**src/rtl/module_power_key_sequencer_top_assert.svh**
```systemverilog
// Assertion macros for the power-key sequencer top level.
// Depends on nothing; included by module_power_key_sequencer_top.sv.
`ifndef MODULE_POWER_KEY_SEQUENCER_TOP_ASSERT_SVH
`define MODULE_POWER_KEY_SEQUENCER_TOP_ASSERT_SVH

`ifndef SYNTH
// Same-cycle implication under an active-low reset.
`define PKS_ASSERT_IMP(label, clk, rst_n, ante, cons) \
	label: assert property (@(posedge clk) disable iff (!rst_n) (ante) |-> (cons)) \
		else $error("power key sequencer assertion failed");
// Next-cycle implication under an active-low reset.
`define PKS_ASSERT_NEXT(label, clk, rst_n, ante, cons) \
	label: assert property (@(posedge clk) disable iff (!rst_n) (ante) |=> (cons)) \
		else $error("power key sequencer assertion failed");
`else
`define PKS_ASSERT_IMP(label, clk, rst_n, ante, cons)
`define PKS_ASSERT_NEXT(label, clk, rst_n, ante, cons)
`endif

`endif

```
**src/rtl/pks_pkg.sv**
```systemverilog
// Shared types and constants of the power-key sequencer.
// Used by the channel interfaces and the top level; depends on nothing.
package pks_pkg;

	localparam int MODULES = 4;
	localparam int TICK_W = 16;
	localparam int IVL_W = 10;
	localparam int CFG_IDX_W = 2;
	localparam int CFG_DATA_W = 16;

	localparam logic [MODULES-1:0] MOD_ALL = {MODULES{1'b1}};

	// Configuration register indexes.
	localparam logic [CFG_IDX_W-1:0] REG_PULSE_TICKS = 2'd0;
	localparam logic [CFG_IDX_W-1:0] REG_POLL_INTERVAL = 2'd1;
	localparam logic [CFG_IDX_W-1:0] REG_POLL_LIMIT = 2'd2;

	// Register reset values.
	localparam logic [TICK_W-1:0] PULSE_TICKS_RST = 16'd2000;
	localparam logic [IVL_W-1:0] POLL_INTERVAL_RST = 10'd10;
	localparam logic [TICK_W-1:0] POLL_LIMIT_RST = 16'd800;

	// Input item function codes.
	localparam logic FUNC_START = 1'b0;
	localparam logic FUNC_TICK = 1'b1;

	typedef enum logic [2:0] {
		PH_IDLE = 3'b001,
		PH_PULSE = 3'b010,
		PH_POLL = 3'b100
	} phase_t;

endpackage

```
**src/rtl/pks_req_if.sv**
```systemverilog
// Input channel of the power-key sequencer: valid, ready and one input item.
// Depends on pks_pkg.
interface pks_req_if;
	logic valid;
	logic ready;
	logic func;
	logic [pks_pkg::MODULES-1:0] module_mask;
	logic turn_on;
	logic [pks_pkg::MODULES-1:0] monitor_bits;

	modport source (output valid, func, module_mask, turn_on, monitor_bits, input ready);
	modport sink (input valid, func, module_mask, turn_on, monitor_bits, output ready);
endinterface

```
**src/rtl/pks_rsp_if.sv**
```systemverilog
// Result channel of the power-key sequencer: valid, ready and one result item.
// Depends on pks_pkg.
interface pks_rsp_if;
	logic valid;
	logic ready;
	logic [pks_pkg::MODULES-1:0] power_drive;
	logic busy_res;
	logic [pks_pkg::MODULES-1:0] pending_mask;
	logic [pks_pkg::MODULES-1:0] powered_mask;
	logic done_res;
	logic start_ignored;

	modport source (output valid, power_drive, busy_res, pending_mask, powered_mask,
		done_res, start_ignored, input ready);
	modport sink (input valid, power_drive, busy_res, pending_mask, powered_mask,
		done_res, start_ignored, output ready);
endinterface

```
**src/rtl/pks_cfg_if.sv**
```systemverilog
// Configuration write channel of the power-key sequencer: valid, ready, index, data.
// Depends on pks_pkg.
interface pks_cfg_if;
	logic valid;
	logic ready;
	logic [pks_pkg::CFG_IDX_W-1:0] index;
	logic [pks_pkg::CFG_DATA_W-1:0] data;

	modport source (output valid, index, data, input ready);
	modport sink (input valid, index, data, output ready);
endinterface

```
**src/rtl/module_power_key_sequencer_top.sv**
```systemverilog
// Top level of the power-key sequencer: sequence state, registers and result register.
// Depends on pks_pkg, the three channel interfaces and the assertion macro header.
//
// Usage:
// The req channel carries one transaction per start request or per millisecond
// tick. A start names a module mask and a target state; modules whose monitor
// pin already shows the target are dropped, the rest get their power pin held
// for pulse_ticks ticks, then the monitor pins are polled every
// poll_interval_ticks ticks, at most poll_limit times. Every req transaction
// yields exactly one rsp transaction showing the state after that item, with
// done_res on the item that finishes a sequence and start_ignored on a start
// that arrived while busy. The cfg channel writes the three registers and is
// always ready. Rsp valid rises in the cycle after req acceptance; one item
// is accepted every cycle while the receiver takes results: the only storage
// between the sides is the result register, which holds if the receiver
// stalls, and req ready then drops until the pending result is taken. Reset
// clears the sequence state, empties the result register, loads the defaults.
`include "module_power_key_sequencer_top_assert.svh"

module module_power_key_sequencer_top (
	input logic clk,
	input logic arst_n,
	pks_cfg_if.sink cfg,
	pks_req_if.sink req,
	pks_rsp_if.source rsp
);
	import pks_pkg::*;

	// Configuration registers.
	logic [TICK_W-1:0] pulse_ticks_q;
	logic [IVL_W-1:0] poll_interval_q;
	logic [TICK_W-1:0] poll_limit_q;

	// Sequence state.
	phase_t phase_q, phase_d;
	logic target_on_q, target_on_d;
	logic [MODULES-1:0] pending_q, pending_d;
	logic [MODULES-1:0] drive_q, drive_d;
	logic [MODULES-1:0] powered_q, powered_d;
	logic [TICK_W-1:0] tick_q, tick_d;
	logic [TICK_W-1:0] polls_q, polls_d;
	logic done_d, ignored_d;

	// Result register.
	logic out_valid_q;
	logic done_q, ignored_q;

	logic req_fire;
	logic [TICK_W-1:0] tick_inc;
	logic [MODULES-1:0] reached;
	logic [MODULES-1:0] pend_left;
	logic [TICK_W-1:0] polls_dec;

	assign cfg.ready = 1'b1;

	// A new item enters whenever the result register is empty or being drained.
	assign req.ready = !out_valid_q || rsp.ready;
	assign req_fire = req.valid && req.ready;

	always_ff @(posedge clk or negedge arst_n) begin
		if (!arst_n) begin
			pulse_ticks_q <= PULSE_TICKS_RST;
			poll_interval_q <= POLL_INTERVAL_RST;
			poll_limit_q <= POLL_LIMIT_RST;
		end else if (cfg.valid) begin
			unique case (cfg.index)
				REG_PULSE_TICKS: pulse_ticks_q <= cfg.data;
				REG_POLL_INTERVAL: poll_interval_q <= cfg.data[IVL_W-1:0];
				REG_POLL_LIMIT: poll_limit_q <= cfg.data;
				default: ;
			endcase
		end
	end

	assign tick_inc = tick_q + TICK_W'(1);
	assign polls_dec = polls_q - TICK_W'(1);
	assign reached = target_on_q ? (pending_q & req.monitor_bits)
		: (pending_q & ~req.monitor_bits);
	assign pend_left = pending_q & ~reached;

	always_comb begin
		phase_d = phase_q;
		target_on_d = target_on_q;
		pending_d = pending_q;
		drive_d = drive_q;
		powered_d = powered_q;
		tick_d = tick_q;
		polls_d = polls_q;
		done_d = 1'b0;
		ignored_d = 1'b0;
		if (req.func == FUNC_START) begin
			if (phase_q != PH_IDLE) begin
				ignored_d = 1'b1;
			end else begin
				target_on_d = req.turn_on;
				pending_d = req.turn_on ? (req.module_mask & ~req.monitor_bits)
					: (req.module_mask & req.monitor_bits);
				drive_d = pending_d;
				tick_d = '0;
				polls_d = '0;
				phase_d = PH_PULSE;
			end
		end else begin
			unique case (phase_q)
				PH_PULSE: begin
					tick_d = tick_inc;
					if (tick_inc >= pulse_ticks_q) begin
						drive_d = '0;
						tick_d = '0;
						polls_d = poll_limit_q;
						if (pending_q == '0 || poll_limit_q == '0) begin
							done_d = 1'b1;
							phase_d = PH_IDLE;
						end else begin
							phase_d = PH_POLL;
						end
					end
				end
				PH_POLL: begin
					tick_d = tick_inc;
					if (tick_inc >= {{(TICK_W-IVL_W){1'b0}}, poll_interval_q}) begin
						tick_d = '0;
						powered_d = target_on_q ? (powered_q | reached)
							: (powered_q & ~reached);
						pending_d = pend_left;
						polls_d = polls_dec;
						if (pend_left == '0 || polls_dec == '0) begin
							done_d = 1'b1;
							phase_d = PH_IDLE;
						end
					end
				end
				default: ;
			endcase
		end
	end

	always_ff @(posedge clk or negedge arst_n) begin
		if (!arst_n) begin
			phase_q <= PH_IDLE;
			target_on_q <= 1'b0;
			pending_q <= '0;
			drive_q <= '0;
			powered_q <= '0;
			tick_q <= '0;
			polls_q <= '0;
			out_valid_q <= 1'b0;
			done_q <= 1'b0;
			ignored_q <= 1'b0;
		end else begin
			if (req_fire) begin
				phase_q <= phase_d;
				target_on_q <= target_on_d;
				pending_q <= pending_d;
				drive_q <= drive_d;
				powered_q <= powered_d;
				tick_q <= tick_d;
				polls_q <= polls_d;
				done_q <= done_d;
				ignored_q <= ignored_d;
				out_valid_q <= 1'b1;
			end else if (rsp.ready) begin
				out_valid_q <= 1'b0;
			end
		end
	end

	// The result shows the sequence state left by the last accepted item.
	assign rsp.valid = out_valid_q;
	assign rsp.power_drive = drive_q;
	assign rsp.busy_res = (phase_q != PH_IDLE);
	assign rsp.pending_mask = pending_q;
	assign rsp.powered_mask = powered_q;
	assign rsp.done_res = done_q;
	assign rsp.start_ignored = ignored_q;

	// A finished sequence leaves the block idle.
	`PKS_ASSERT_IMP(a_done_idle, clk, arst_n, out_valid_q && done_q, phase_q == PH_IDLE)
	// Power pins are only driven during the pulse wait.
	`PKS_ASSERT_IMP(a_drive_pulse, clk, arst_n, drive_q != '0, phase_q == PH_PULSE)
	// A start accepted while busy is reported as ignored on the next result.
	`PKS_ASSERT_NEXT(a_start_busy, clk, arst_n,
		req_fire && req.func == FUNC_START && phase_q != PH_IDLE,
		out_valid_q && ignored_q)
	// Done and ignored never appear on the same result.
	`PKS_ASSERT_IMP(a_done_excl, clk, arst_n, out_valid_q && done_q, !ignored_q)

endmodule
```
**src/flat_wrapper.sv**
```systemverilog
// flat-port wrapper written by rule: the top's interface ports become plain ports
module module_power_key_sequencer_top_flat import pks_pkg::*;
  (clk, arst_n, cfg_valid, cfg_index, cfg_data, cfg_ready, req_valid, req_func, req_module_mask, req_turn_on, req_monitor_bits, req_ready, rsp_valid, rsp_power_drive, rsp_busy_res, rsp_pending_mask, rsp_powered_mask, rsp_done_res, rsp_start_ignored, rsp_ready);
  pks_cfg_if cfg_i ();
  pks_req_if req_i ();
  pks_rsp_if rsp_i ();
  input logic clk;
  input logic arst_n;
  input wire logic [$bits(cfg_i.valid)-1:0] cfg_valid;
  input wire logic [$bits(cfg_i.index)-1:0] cfg_index;
  input wire logic [$bits(cfg_i.data)-1:0] cfg_data;
  output wire logic [$bits(cfg_i.ready)-1:0] cfg_ready;
  input wire logic [$bits(req_i.valid)-1:0] req_valid;
  input wire logic [$bits(req_i.func)-1:0] req_func;
  input wire logic [$bits(req_i.module_mask)-1:0] req_module_mask;
  input wire logic [$bits(req_i.turn_on)-1:0] req_turn_on;
  input wire logic [$bits(req_i.monitor_bits)-1:0] req_monitor_bits;
  output wire logic [$bits(req_i.ready)-1:0] req_ready;
  output wire logic [$bits(rsp_i.valid)-1:0] rsp_valid;
  output wire logic [$bits(rsp_i.power_drive)-1:0] rsp_power_drive;
  output wire logic [$bits(rsp_i.busy_res)-1:0] rsp_busy_res;
  output wire logic [$bits(rsp_i.pending_mask)-1:0] rsp_pending_mask;
  output wire logic [$bits(rsp_i.powered_mask)-1:0] rsp_powered_mask;
  output wire logic [$bits(rsp_i.done_res)-1:0] rsp_done_res;
  output wire logic [$bits(rsp_i.start_ignored)-1:0] rsp_start_ignored;
  input wire logic [$bits(rsp_i.ready)-1:0] rsp_ready;
  assign cfg_i.valid = cfg_valid;
  assign cfg_i.index = cfg_index;
  assign cfg_i.data = cfg_data;
  assign cfg_ready = cfg_i.ready;
  assign req_i.valid = req_valid;
  assign req_i.func = req_func;
  assign req_i.module_mask = req_module_mask;
  assign req_i.turn_on = req_turn_on;
  assign req_i.monitor_bits = req_monitor_bits;
  assign req_ready = req_i.ready;
  assign rsp_valid = rsp_i.valid;
  assign rsp_power_drive = rsp_i.power_drive;
  assign rsp_busy_res = rsp_i.busy_res;
  assign rsp_pending_mask = rsp_i.pending_mask;
  assign rsp_powered_mask = rsp_i.powered_mask;
  assign rsp_done_res = rsp_i.done_res;
  assign rsp_start_ignored = rsp_i.start_ignored;
  assign rsp_i.ready = rsp_ready;
  module_power_key_sequencer_top u_core (.clk(clk), .arst_n(arst_n), .cfg(cfg_i), .req(req_i), .rsp(rsp_i));
endmodule
```
**config.mk**
```make
export PLATFORM = sky130hd
export DESIGN_NAME = module_power_key_sequencer_top_flat
export DESIGN_NICKNAME = d
export VERILOG_FILES = /design/src/rtl/pks_pkg.sv /design/src/rtl/pks_req_if.sv /design/src/rtl/pks_rsp_if.sv /design/src/rtl/pks_cfg_if.sv /design/src/rtl/module_power_key_sequencer_top.sv /design/src/flat_wrapper.sv
export VERILOG_INCLUDE_DIRS = /design/src /design/src/rtl
export SDC_FILE = /design/constraint.sdc
export NUM_CORES = 1
export LEC_CHECK = 0
export BUFFER_PORTS_ARGS = -buffer_cell sky130_fd_sc_hd__buf_2
export CAP_MARGIN = 10
export CORE_ASPECT_RATIO = 2
export CORE_MARGIN = 4
export CORE_UTILIZATION = 65
export CTS_CLUSTER_SIZE = 14
export DETAILED_ROUTE_END_ITERATION = 10
export PLACE_DENSITY = 0.86
export SYNTH_ARGS = -nofsm -noshare
export SYNTH_HDL_FRONTEND = slang
export SYNTH_SLANG_ARGS = --single-unit
```
**constraint.sdc**
```tcl
create_clock -name clk -period 10.1 [get_ports clk]
set_input_delay 1.01 -clock clk [delete_from_list [all_inputs] [get_ports clk]]
set_output_delay 1.01 -clock clk [all_outputs]
set_load 0.03 [all_outputs]
```
==> results of run 1 <==
-- kinds of logic (layout without fill, tap and decap cells) --
| logic type | after synthesis | count (layout) | share of synthesized area, % |
|---|---|---|---|
| and+or+nand+nor | 196 | 196 | 17.67 |
| other | 1 | 1 | 0.06619 |
| muxes | 34 | 34 | 6.648 |
| buffers and inverters | 76 | 113 | 5.742 |
| DFF | 93 | 93 | 41.34 |
| xor gates and xnor gates | 27 | 27 | 4.174 |
| adders and majority gates | 29 | 29 | 6.383 |
| AOI/OAI and AO/OA | 157 | 157 | 17.98 |
-- per-layer routing --
metal	up-vias	part of all wire, %	GRT usage [%]
li1	2263	-	-
met2	201	53	53.04
met1	2371	35	31.94
met3	78	4.4	5.388
met4	0	7.3	21.78
met5	-	0	0
-- layout make-up --
type                       instances  area [µm²]  area share (%)
multi-input combinational        444        3003           48.21
sequential                        93        2342           37.61
timing repair buffer              51       262.8           4.219
clock buffer                      10       229.0           3.676
inverter                          46       172.7           2.772
tap                              100       125.1           2.009
clock inverter                     6       93.84           1.507
-- synth_stat cells (16+ instances only) --
cell	number	area share (%)
nor3_1	18	1.6
ha_1	28	6.2
nand2_1	52	3.4
clkbuf_1	16	1.1
dfrtp_1	81	36
mux2_2	28	5.6
inv_1	46	3.0
a21oi_1	25	2.2
nor2_1	45	3.0
xnor2_1	16	2.5
o21ai_0	52	4.6
nand3_1	22	1.9
-- how the worst max path moves through the flow --
stage	end	from
after CTS	u_core.tick_q[11]	u_core.tick_q[2]
after detailed placement	u_core.tick_q[11]	u_core.tick_q[2]
final	u_core.tick_q[11]	u_core.tick_q[2]
after global routing	u_core.tick_q[11]	u_core.tick_q[2]
after floorplan	u_core.polls_q[15]	u_core.tick_q[2]
after global placement	u_core.tick_q[11]	u_core.tick_q[2]
-- flip-flops by register name, summed over array words and instances (netlist names), named ones only --
register and count:
u_core.poll_interval_q 10, u_core.rsp.pending_mask 4, u_core.poll_limit_q 16, u_core.rsp.done_res 1
u_core.pulse_ticks_q 16, u_core.phase_q 3, u_core.polls_q 16, u_core.rsp.power_drive 4
u_core.rsp.valid 1, u_core.target_on_q 1, u_core.tick_q 16, u_core.rsp.start_ignored 1
-- stage by stage --
step	cell area [µm²]	cells	hold WS, ns
2_1_floorplan	5665	613	0.4794
3_5_place_dp	5906	734	0.4949
6_report	6228	750	0.5110
5_1_grt	6228	750	0.5327
4_1_cts	6228	750	0.5100
3_3_place_gp	5906	734	0.4606
-- power by group through the flow --
stage | registers (mW) | logic [mW] | clock network [mW]
detailed placement | 0.553 | 0.561 | 0
global placement | 0.548 | 0.541 | 0
floorplan | 0.549 | 0.406 | 0
global route | 0.563 | 0.634 | 0.386
finish | 0.551 | 0.576 | 0.371
CTS | 0.547 | 0.568 | 0.374
==> results.py, run 1 <==
metrics = {
    "outcome": {
        "status": "finished clean",
    },
    "sta": {
        "hold_viol": 0,
        "relSlewSlack_pct": 30.76,
        "drv_slew": 0,
        "tns_ns": 0,
        "setup_viol": 0,
        "fin_crit_sh_pct": 44.88,
        "fin_crit_ns": 4.533,
        "rsz0062_at_grt": "no",
        "skew_ns": 0.01042,
        "worst_pin_slew_ns": 1.033,
        "clock.fmax_mhz": 220.6,
        "setup_slack_ns": 5.567,
    },
    "pwr": {
        "clockPowerShare_pct": 24.7,
        "p_total_mw": 1.498,
        "seq_power_share_pct": 36.8,
        "p_switching_mw": 0.6062,
        "leakage_nw": 2.762,
        "power.density_nw_per_um2": 240.5,
        "pwr-share-comb_pct": 38.5,
        "internal_power_mw": 0.8918,
        "vdd_drop_max_mv": 0.1481,
        "switching_share_pct": 40.47,
    },
    "setup_path": {
        "cp_cell_sequence": "nand4_1 -> nor2_1 -> nand3_1 -> nor3_1 -> xor2_1 -> ha_1 -> nand4_1 -> nor3_1 -> o21a_1 -> a211o_1 -> maj3_2 -> a21boi_2 -> nor2_1 -> o41ai_1",
        "ff2ff_setup_slack_ns": 5.57,
        "critPathArrivalTime_ns": 4.76,
        "crit_required_ns": 10.33,
        "path_class": "flip-flop to flip-flop",
        "path_depth": 14,
        "path_max_fanout": 21,
        "cp_num_buf_inv": 0,
        "reg2reg_from": "u_core.tick_q[2]",
        "critPathLaunchType": "flip-flop",
        "cp_slowest_cell": "a21boi_2",
        "rr_endpoint": "u_core.tick_q[11]",
        "path_delay_family": "compound AO/OA/AOI/OAI gates",
        "worst-r2r-cell-count": 14,
        "cpPeakStageDelay_ns": 0.79,
        "setup.worst_path.end_class": "flip-flop",
    },
    "hold_path": {
        "holdPathEnd": "u_core.poll_interval_q[7]",
        "hold_class": "flip-flop to flip-flop",
        "hold_start": "u_core.poll_interval_q[7]",
        "hold_depth": 1,
    },
    "die": {
        "die_area_um2": 10360,
        "core_area_um2": 8588,
        "fp.dieW_um": 74.02,
        "start_util_pct": 65.97,
        "num_rows": 48,
        "die_h_um": 140.0,
        "ios": 51,
    },
    "logic_synthesis": {
        "synth_nets": 674,
        "ys_seq_area_share_pct": 41.34,
        "avgSynthCellArea_um2": 9.242,
        "synth_enable_flop_cells": 0,
        "ys_types": 69,
        "ys.warnings.count": 0,
        "syn_inst": 613,
        "synth-seq-cells": 93,
        "ys.flop_type": "dfrtp_1",
        "syn_area_um2": 5665,
        "synthArstFlopShare_pct": 100.0,
    },
    "placed_design": {
        "place_congestion": 0.9134,
        "dp_hpwl_um": 11140,
        "io_buffers": 49,
        "pre_cts_ws_ns": 5.660,
    },
    "clock_network": {
        "clk_latency_ns": 0.36,
        "cts_sinks": 93,
        "cts_resized": 0,
        "cts_tree": "done",
        "cts-root-buf": "clkbuf_16",
        "cts_made_buffers": 9,
        "post_cts_buffers": 0,
        "cts.clk_slew.worst_paths_ns": 0.06,
        "ctsHtreeMaxLevel": 3,
        "cts_buffer_depth": 2,
        "cts_hold_buf": 0,
    },
    "grt": {
        "overflow": 0,
        "grt_pass1_vias": 5086,
        "grt_pass1_wl_um": 24410,
        "antenna_found_initial": 0,
        "grt_usage_pct": 30.69,
        "grt_max_degree": 50,
    },
    "detailed_routing": {
        "drtIter0Drc": 377,
        "wl_per_cell_um": 20.08,
        "via_per_inst": 6.551,
        "wl_um": 15060,
        "drc": 0,
        "ant_nets": 0,
        "drtPass1Iterations": 5,
        "vias": 4913,
    },
    "final_layout": {
        "fin_util_pct": 72.52,
        "antenna_cells": 0,
        "nFillCells": 634,
        "final_common_cell": "dfrtp_1",
        "layout-drive-gt1-share_pct": 19.85,
        "syn2layout_area_growth_pct": 9.938,
        "fin_nets": 706,
        "final_cell_mix": "81 x dfrtp_1, 52 x nand2_1, 52 x o21ai_0",
    },
    "job": {
        "cap_violations": 0,
    },
}
No activity file was read; power rests on OpenSTA's default activity.
==> run 2: changes to the inputs <==
Settings changed: CORE_UTILIZATION 65 to 60, PLACE_DENSITY 0.86 to 0.8.
Clock period 10.1 ns to 4.5 ns, I/O delays scaled along.
==> results.py, run 2 (same netlist as run 1, synthesis figures left out) <==
metrics = {
    "pwr": {
        "seq_power_share_pct": 37.3,
        "leakage_nw": 2.774,
        "power.density_nw_per_um2": 533.0,
        "switching_share_pct": 40.85,
        "p_switching_mw": 1.360,
        "pwr-share-comb_pct": 39.1,
        "clockPowerShare_pct": 23.6,
        "internal_power_mw": 1.969,
        "vdd_drop_max_mv": 0.2959,
        "p_total_mw": 3.329,
    },
    "die": {
        "ios": 51,
        "die_h_um": 145.4,
        "die_area_um2": 11160,
        "num_rows": 49,
        "fp.dieW_um": 76.71,
        "core_area_um2": 9135,
        "start_util_pct": 62.02,
    },
    "setup_path": {
        "rr_endpoint": "u_core.polls_q[10]",
        "reg2reg_from": "u_core.tick_q[2]",
        "crit_required_ns": 4.71,
        "critPathArrivalTime_ns": 4.30,
        "ff2ff_setup_slack_ns": 0.41,
        "path_class": "flip-flop to flip-flop",
        "setup.worst_path.end_class": "flip-flop",
        "path_max_fanout": 15,
        "critPathLaunchType": "flip-flop",
        "worst-r2r-cell-count": 14,
    },
    "clock_network": {
        "ctsHtreeMaxLevel": 3,
        "clk_latency_ns": 0.35,
        "cts_buffer_depth": 2,
        "cts_tree": "done",
        "cts_hold_buf": 0,
        "cts_made_buffers": 9,
        "cts_sinks": 93,
        "cts_resized": 0,
        "post_cts_buffers": 0,
        "cts.clk_slew.worst_paths_ns": 0.07,
        "cts-root-buf": "clkbuf_16",
    },
    "grt": {
        "grt_pass1_wl_um": 24410,
        "antenna_found_initial": 0,
        "grt_pass1_vias": 4966,
        "grt_usage_pct": 27.72,
        "grt_max_degree": 62,
        "overflow": 0,
    },
    "detailed_routing": {
        "drtPass1Iterations": 7,
        "vias": 4926,
        "via_per_inst": 6.525,
        "drc": 0,
        "drtIter0Drc": 390,
        "ant_nets": 0,
        "wl_um": 15000,
        "wl_per_cell_um": 19.87,
    },
    "final_layout": {
        "final_common_cell": "dfrtp_1",
        "layoutNonFillerInstCount": 755,
        "antenna_cells": 0,
        "syn2layout_area_growth_pct": 10.25,
        "fin_nets": 709,
        "final_cell_mix": "81 x dfrtp_1, 52 x nand2_1, 52 x o21ai_0",
        "fin_util_pct": 68.37,
        "layout-drive-gt1-share_pct": 20.37,
        "nFillCells": 704,
    },
    "outcome": {
        "status": "finished clean",
    },
    "sta": {
        "rsz0062_at_grt": "no",
        "clock.fmax_mhz": 244.5,
        "fin_crit_ns": 4.091,
        "setup_viol": 0,
        "relSlewSlack_pct": 39.41,
        "tns_ns": 0,
        "holdWs_ns": 0.1566,
        "worst_pin_slew_ns": 0.9061,
        "hold_viol": 0,
        "skew_ns": 0.01269,
        "drv_slew": 0,
        "fin_crit_sh_pct": 90.90,
    },
    "placed_design": {
        "dp_cells": 739,
        "place_congestion": 0.9649,
        "io_buffers": 49,
        "dp_hpwl_um": 11410,
    },
    "job": {
        "cap_violations": 0,
    },
    "hold_path": {
        "hold_class": "input port to asynchronous set/reset pin",
    },
}
run 2: cell count changes in the layout (fill, tap and decap cells not counted), sizes merged:
cell / before / now
buf: 51 / 54
bufinv: 2 / 1
clkinv: 1 / 2
run 2: final cells by class:
cell class                      count  area (µm²)  share of cell area [%]
Clock buffer                       10       239.0                   3.826
Clock inverter                      6       68.82                   1.102
Inverter                           46       172.7                   2.764
Multi-Input combinational cell    444        3010                   48.20
Sequential cell                    93        2342                   37.50
Tap cell                          102       127.6                   2.043
Timing Repair Buffer               54       285.3                   4.567
run 2: worst max-delay path: stages (launching register included):
cell     delay [ns]
dfrtp_1        0.49
nand4_1        0.18
nor2_1         0.31
nand3_1        0.24
nor3_1         0.27
xor2_1         0.24
ha_1           0.30
nand4_1        0.14
nor3_1         0.07
o21a_1         0.17
a211o_1        0.24
maj3_2         0.36
a211o_1        0.46
nand3_2        0.32
o21ai_0        0.15
run 2: worst max path at each step:
stage / startpoint / endpoint / depth (start not counted)
2_1_floorplan: u_core.tick_q[2] / u_core.polls_q[15] / 17
3_3_place_gp: u_core.tick_q[2] / u_core.polls_q[8] / 15
3_5_place_dp: u_core.tick_q[2] / u_core.polls_q[7] / 15
4_1_cts: u_core.tick_q[2] / u_core.polls_q[2] / 15
5_1_grt: u_core.tick_q[2] / u_core.polls_q[10] / 14
6_report: u_core.tick_q[2] / u_core.polls_q[10] / 14
run 2: power groups by stage:
| stage | logic (mW) | clock network [mW] | registers (mW) |
|---|---|---|---|
| after floorplan | 0.911 | 0 | 1.23 |
| after global placement | 1.23 | 0 | 1.23 |
| after detailed placement | 1.27 | 0 | 1.25 |
| after CTS | 1.29 | 0.790 | 1.23 |
| after global routing | 1.43 | 0.827 | 1.27 |
| final | 1.30 | 0.786 | 1.24 |
run 2: per-stage QoR:
step	worst slack [ns]	area, µm²
after floorplan	0.9983	5665
after global placement	0.5960	5931
after detailed placement	0.4218	5931
after CTS	0.3998	6238
after global routing	0.04554	6246
final	0.4093	6246
run 2: per-layer routing:
metal	part of all wire [%]	wire length, µm	global-route usage (%)
met1	34	5159	27.67
met2	55	8184	51.97
met3	4.4	660	3.965
met4	6.6	996	17.79
met5	0	0	0
==> run 3: changes to the inputs <==
Settings changed: PLACE_DENSITY 0.8 to 0.9, RECOVER_POWER set to 50.
==> results.py, run 3 (same netlist as run 1, synthesis figures left out) <==
metrics = {
    "outcome": {
        "status": "finished, violations left",
        "violations": "capacitance limit, slew limit",
    },
    "setup_path": {
        "crit_required_ns": 4.74,
        "critPathLaunchType": "flip-flop",
        "critPathArrivalTime_ns": 4.35,
        "path_class": "flip-flop to flip-flop",
        "setup.worst_path.end_class": "flip-flop",
        "path_max_fanout": 15,
    },
    "pwr": {
        "switching_share_pct": 41.22,
        "p_switching_mw": 1.380,
        "power.density_nw_per_um2": 538.0,
        "p_total_mw": 3.349,
        "internal_power_mw": 1.968,
        "clockPowerShare_pct": 23.6,
        "seq_power_share_pct": 37.0,
        "leakage_nw": 2.761,
        "vdd_drop_max_mv": 0.3360,
        "pwr-share-comb_pct": 39.4,
    },
    "die": {
        "core_area_um2": 9135,
        "fp.dieW_um": 76.71,
        "ios": 51,
        "die_area_um2": 11160,
        "num_rows": 49,
        "die_h_um": 145.4,
        "start_util_pct": 62.02,
    },
    "placed_design": {
        "dp_hpwl_um": 11460,
        "place_congestion": 0.9596,
        "io_buffers": 49,
        "postPlaceCellArea_um2": 5931,
    },
    "detailed_routing": {
        "ant_nets": 0,
        "drtPass1Iterations": 6,
        "met3WireLength_um": 792,
        "vias": 4992,
        "met2WireLength_um": 8336,
        "wirelength_met1_um": 5229,
        "drtIter0Drc": 636,
        "wl_um": 15510,
        "top_layer": "met4",
        "via_per_inst": 6.612,
        "drc": 0,
        "wl_per_cell_um": 20.54,
    },
    "sta": {
        "hold_viol": 0,
        "relSlewSlack_pct": -62.54,
        "clock.fmax_mhz": 243.3,
        "setup_viol": 0,
        "fin_crit_ns": 4.109,
        "drv_slew": 48,
        "worst_pin_slew_ns": 2.438,
        "fin_crit_sh_pct": 91.32,
        "skew_ns": 0.007495,
        "rsz0062_at_grt": "no",
        "tns_ns": 0,
    },
    "grt": {
        "grt_pass1_wl_um": 25210,
        "grt_pass1_vias": 5207,
        "overflow": 0,
        "grt_usage_pct": 28.63,
        "antenna_found_initial": 0,
        "grt_max_degree": 48,
    },
    "hold_path": {
        "hold_class": "input port to flip-flop",
    },
    "final_layout": {
        "final_cell_mix": "81 x dfrtp_1, 52 x nand2_1, 52 x o21ai_0",
        "layout-drive-gt1-share_pct": 19.75,
        "final_common_cell": "dfrtp_1",
        "fin_nets": 709,
        "syn2layout_area_growth_pct": 9.872,
        "antenna_cells": 0,
        "stdcell_area_um2": 6225,
    },
    "clock_network": {
        "cts_sinks": 93,
        "cts_buffer_depth": 2,
        "cts-root-buf": "clkbuf_16",
        "ctsHtreeMaxLevel": 3,
        "cts_made_buffers": 9,
        "post_cts_buffers": 0,
        "clk_latency_ns": 0.36,
        "cts.clk_slew.worst_paths_ns": 0.07,
        "cts_hold_buf": 0,
        "cts_resized": 0,
        "cts_tree": "done",
    },
    "job": {
        "cap_violations": 1,
    },
}
## run 3: per-layer routing
metal	vias up	GRT usage (%)
met4	0	22.87
met1	2426	28.75
met2	233	50.44
met5	-	0
met3	71	5.390
li1	2262	-
## run 3: critical path, cell delays in order (launching register included)
cell and delay [ns]:
dfrtp_1 0.50, nand4_1 0.19, nor2_1 0.32, nand3_1 0.25, nor3_1 0.28, xor2_1 0.22
ha_1 0.29, nand4_1 0.12, nor3_1 0.07, o21a_1 0.17, a211o_1 0.25, maj3_2 0.35
a21boi_2 0.32, buf_4 0.29, nor4_1 0.09, a221o_1 0.28
## run 3: area by class of cell
cell class / instances / area (µm²)
fillers: 690 / 2910
clock inverters: 6 / 71.32
multi-input cells: 444 / 2998
clock buffers: 10 / 239.0
well taps: 102 / 127.6
repair buffers: 54 / 274.0
inverters: 46 / 172.7
flip-flops and latches: 93 / 2342
## run 3: power by group through the flow
stage	clock, mW	sequential (mW)	combinational (mW)
detailed placement	0	1.24	1.28
floorplan	0	1.23	0.911
CTS	0.796	1.23	1.30
global route	0.827	1.26	1.44
finish	0.790	1.24	1.32
global placement	0	1.23	1.22
## run 3: worst paths after layout
path / slack (ns) / cells past startpoint / end / start
worst max-delay path: 0.39 / 15 / u_core.phase_q[2] / u_core.tick_q[2]
worst min-delay path: 0.30 / 2 / u_core.rsp.valid / req_valid
worst max register to register: 0.39 / 15 / u_core.phase_q[2] / u_core.tick_q[2]
worst min register to register: 0.50 / 2 / u_core.rsp.start_ignored / u_core.rsp.start_ignored
max in group asynchronous: 1.42 / 2 / u_core.tick_q[1] / arst_n
min in group asynchronous: 0.83 / 1 / u_core.polls_q[5] / arst_n
## run 3: per-stage QoR
stage	worst slack, ns	cells	utilization, %	hold slack (ns)
global route	0.02070	755	68.14	0.3294
CTS	0.4985	755	68.32	0.1087
floorplan	0.9983	613	-	0.1544
detailed placement	0.5141	739	64.92	0.4837
finish	0.3907	755	68.14	0.3046
global placement	0.6677	739	64.92	0.4663
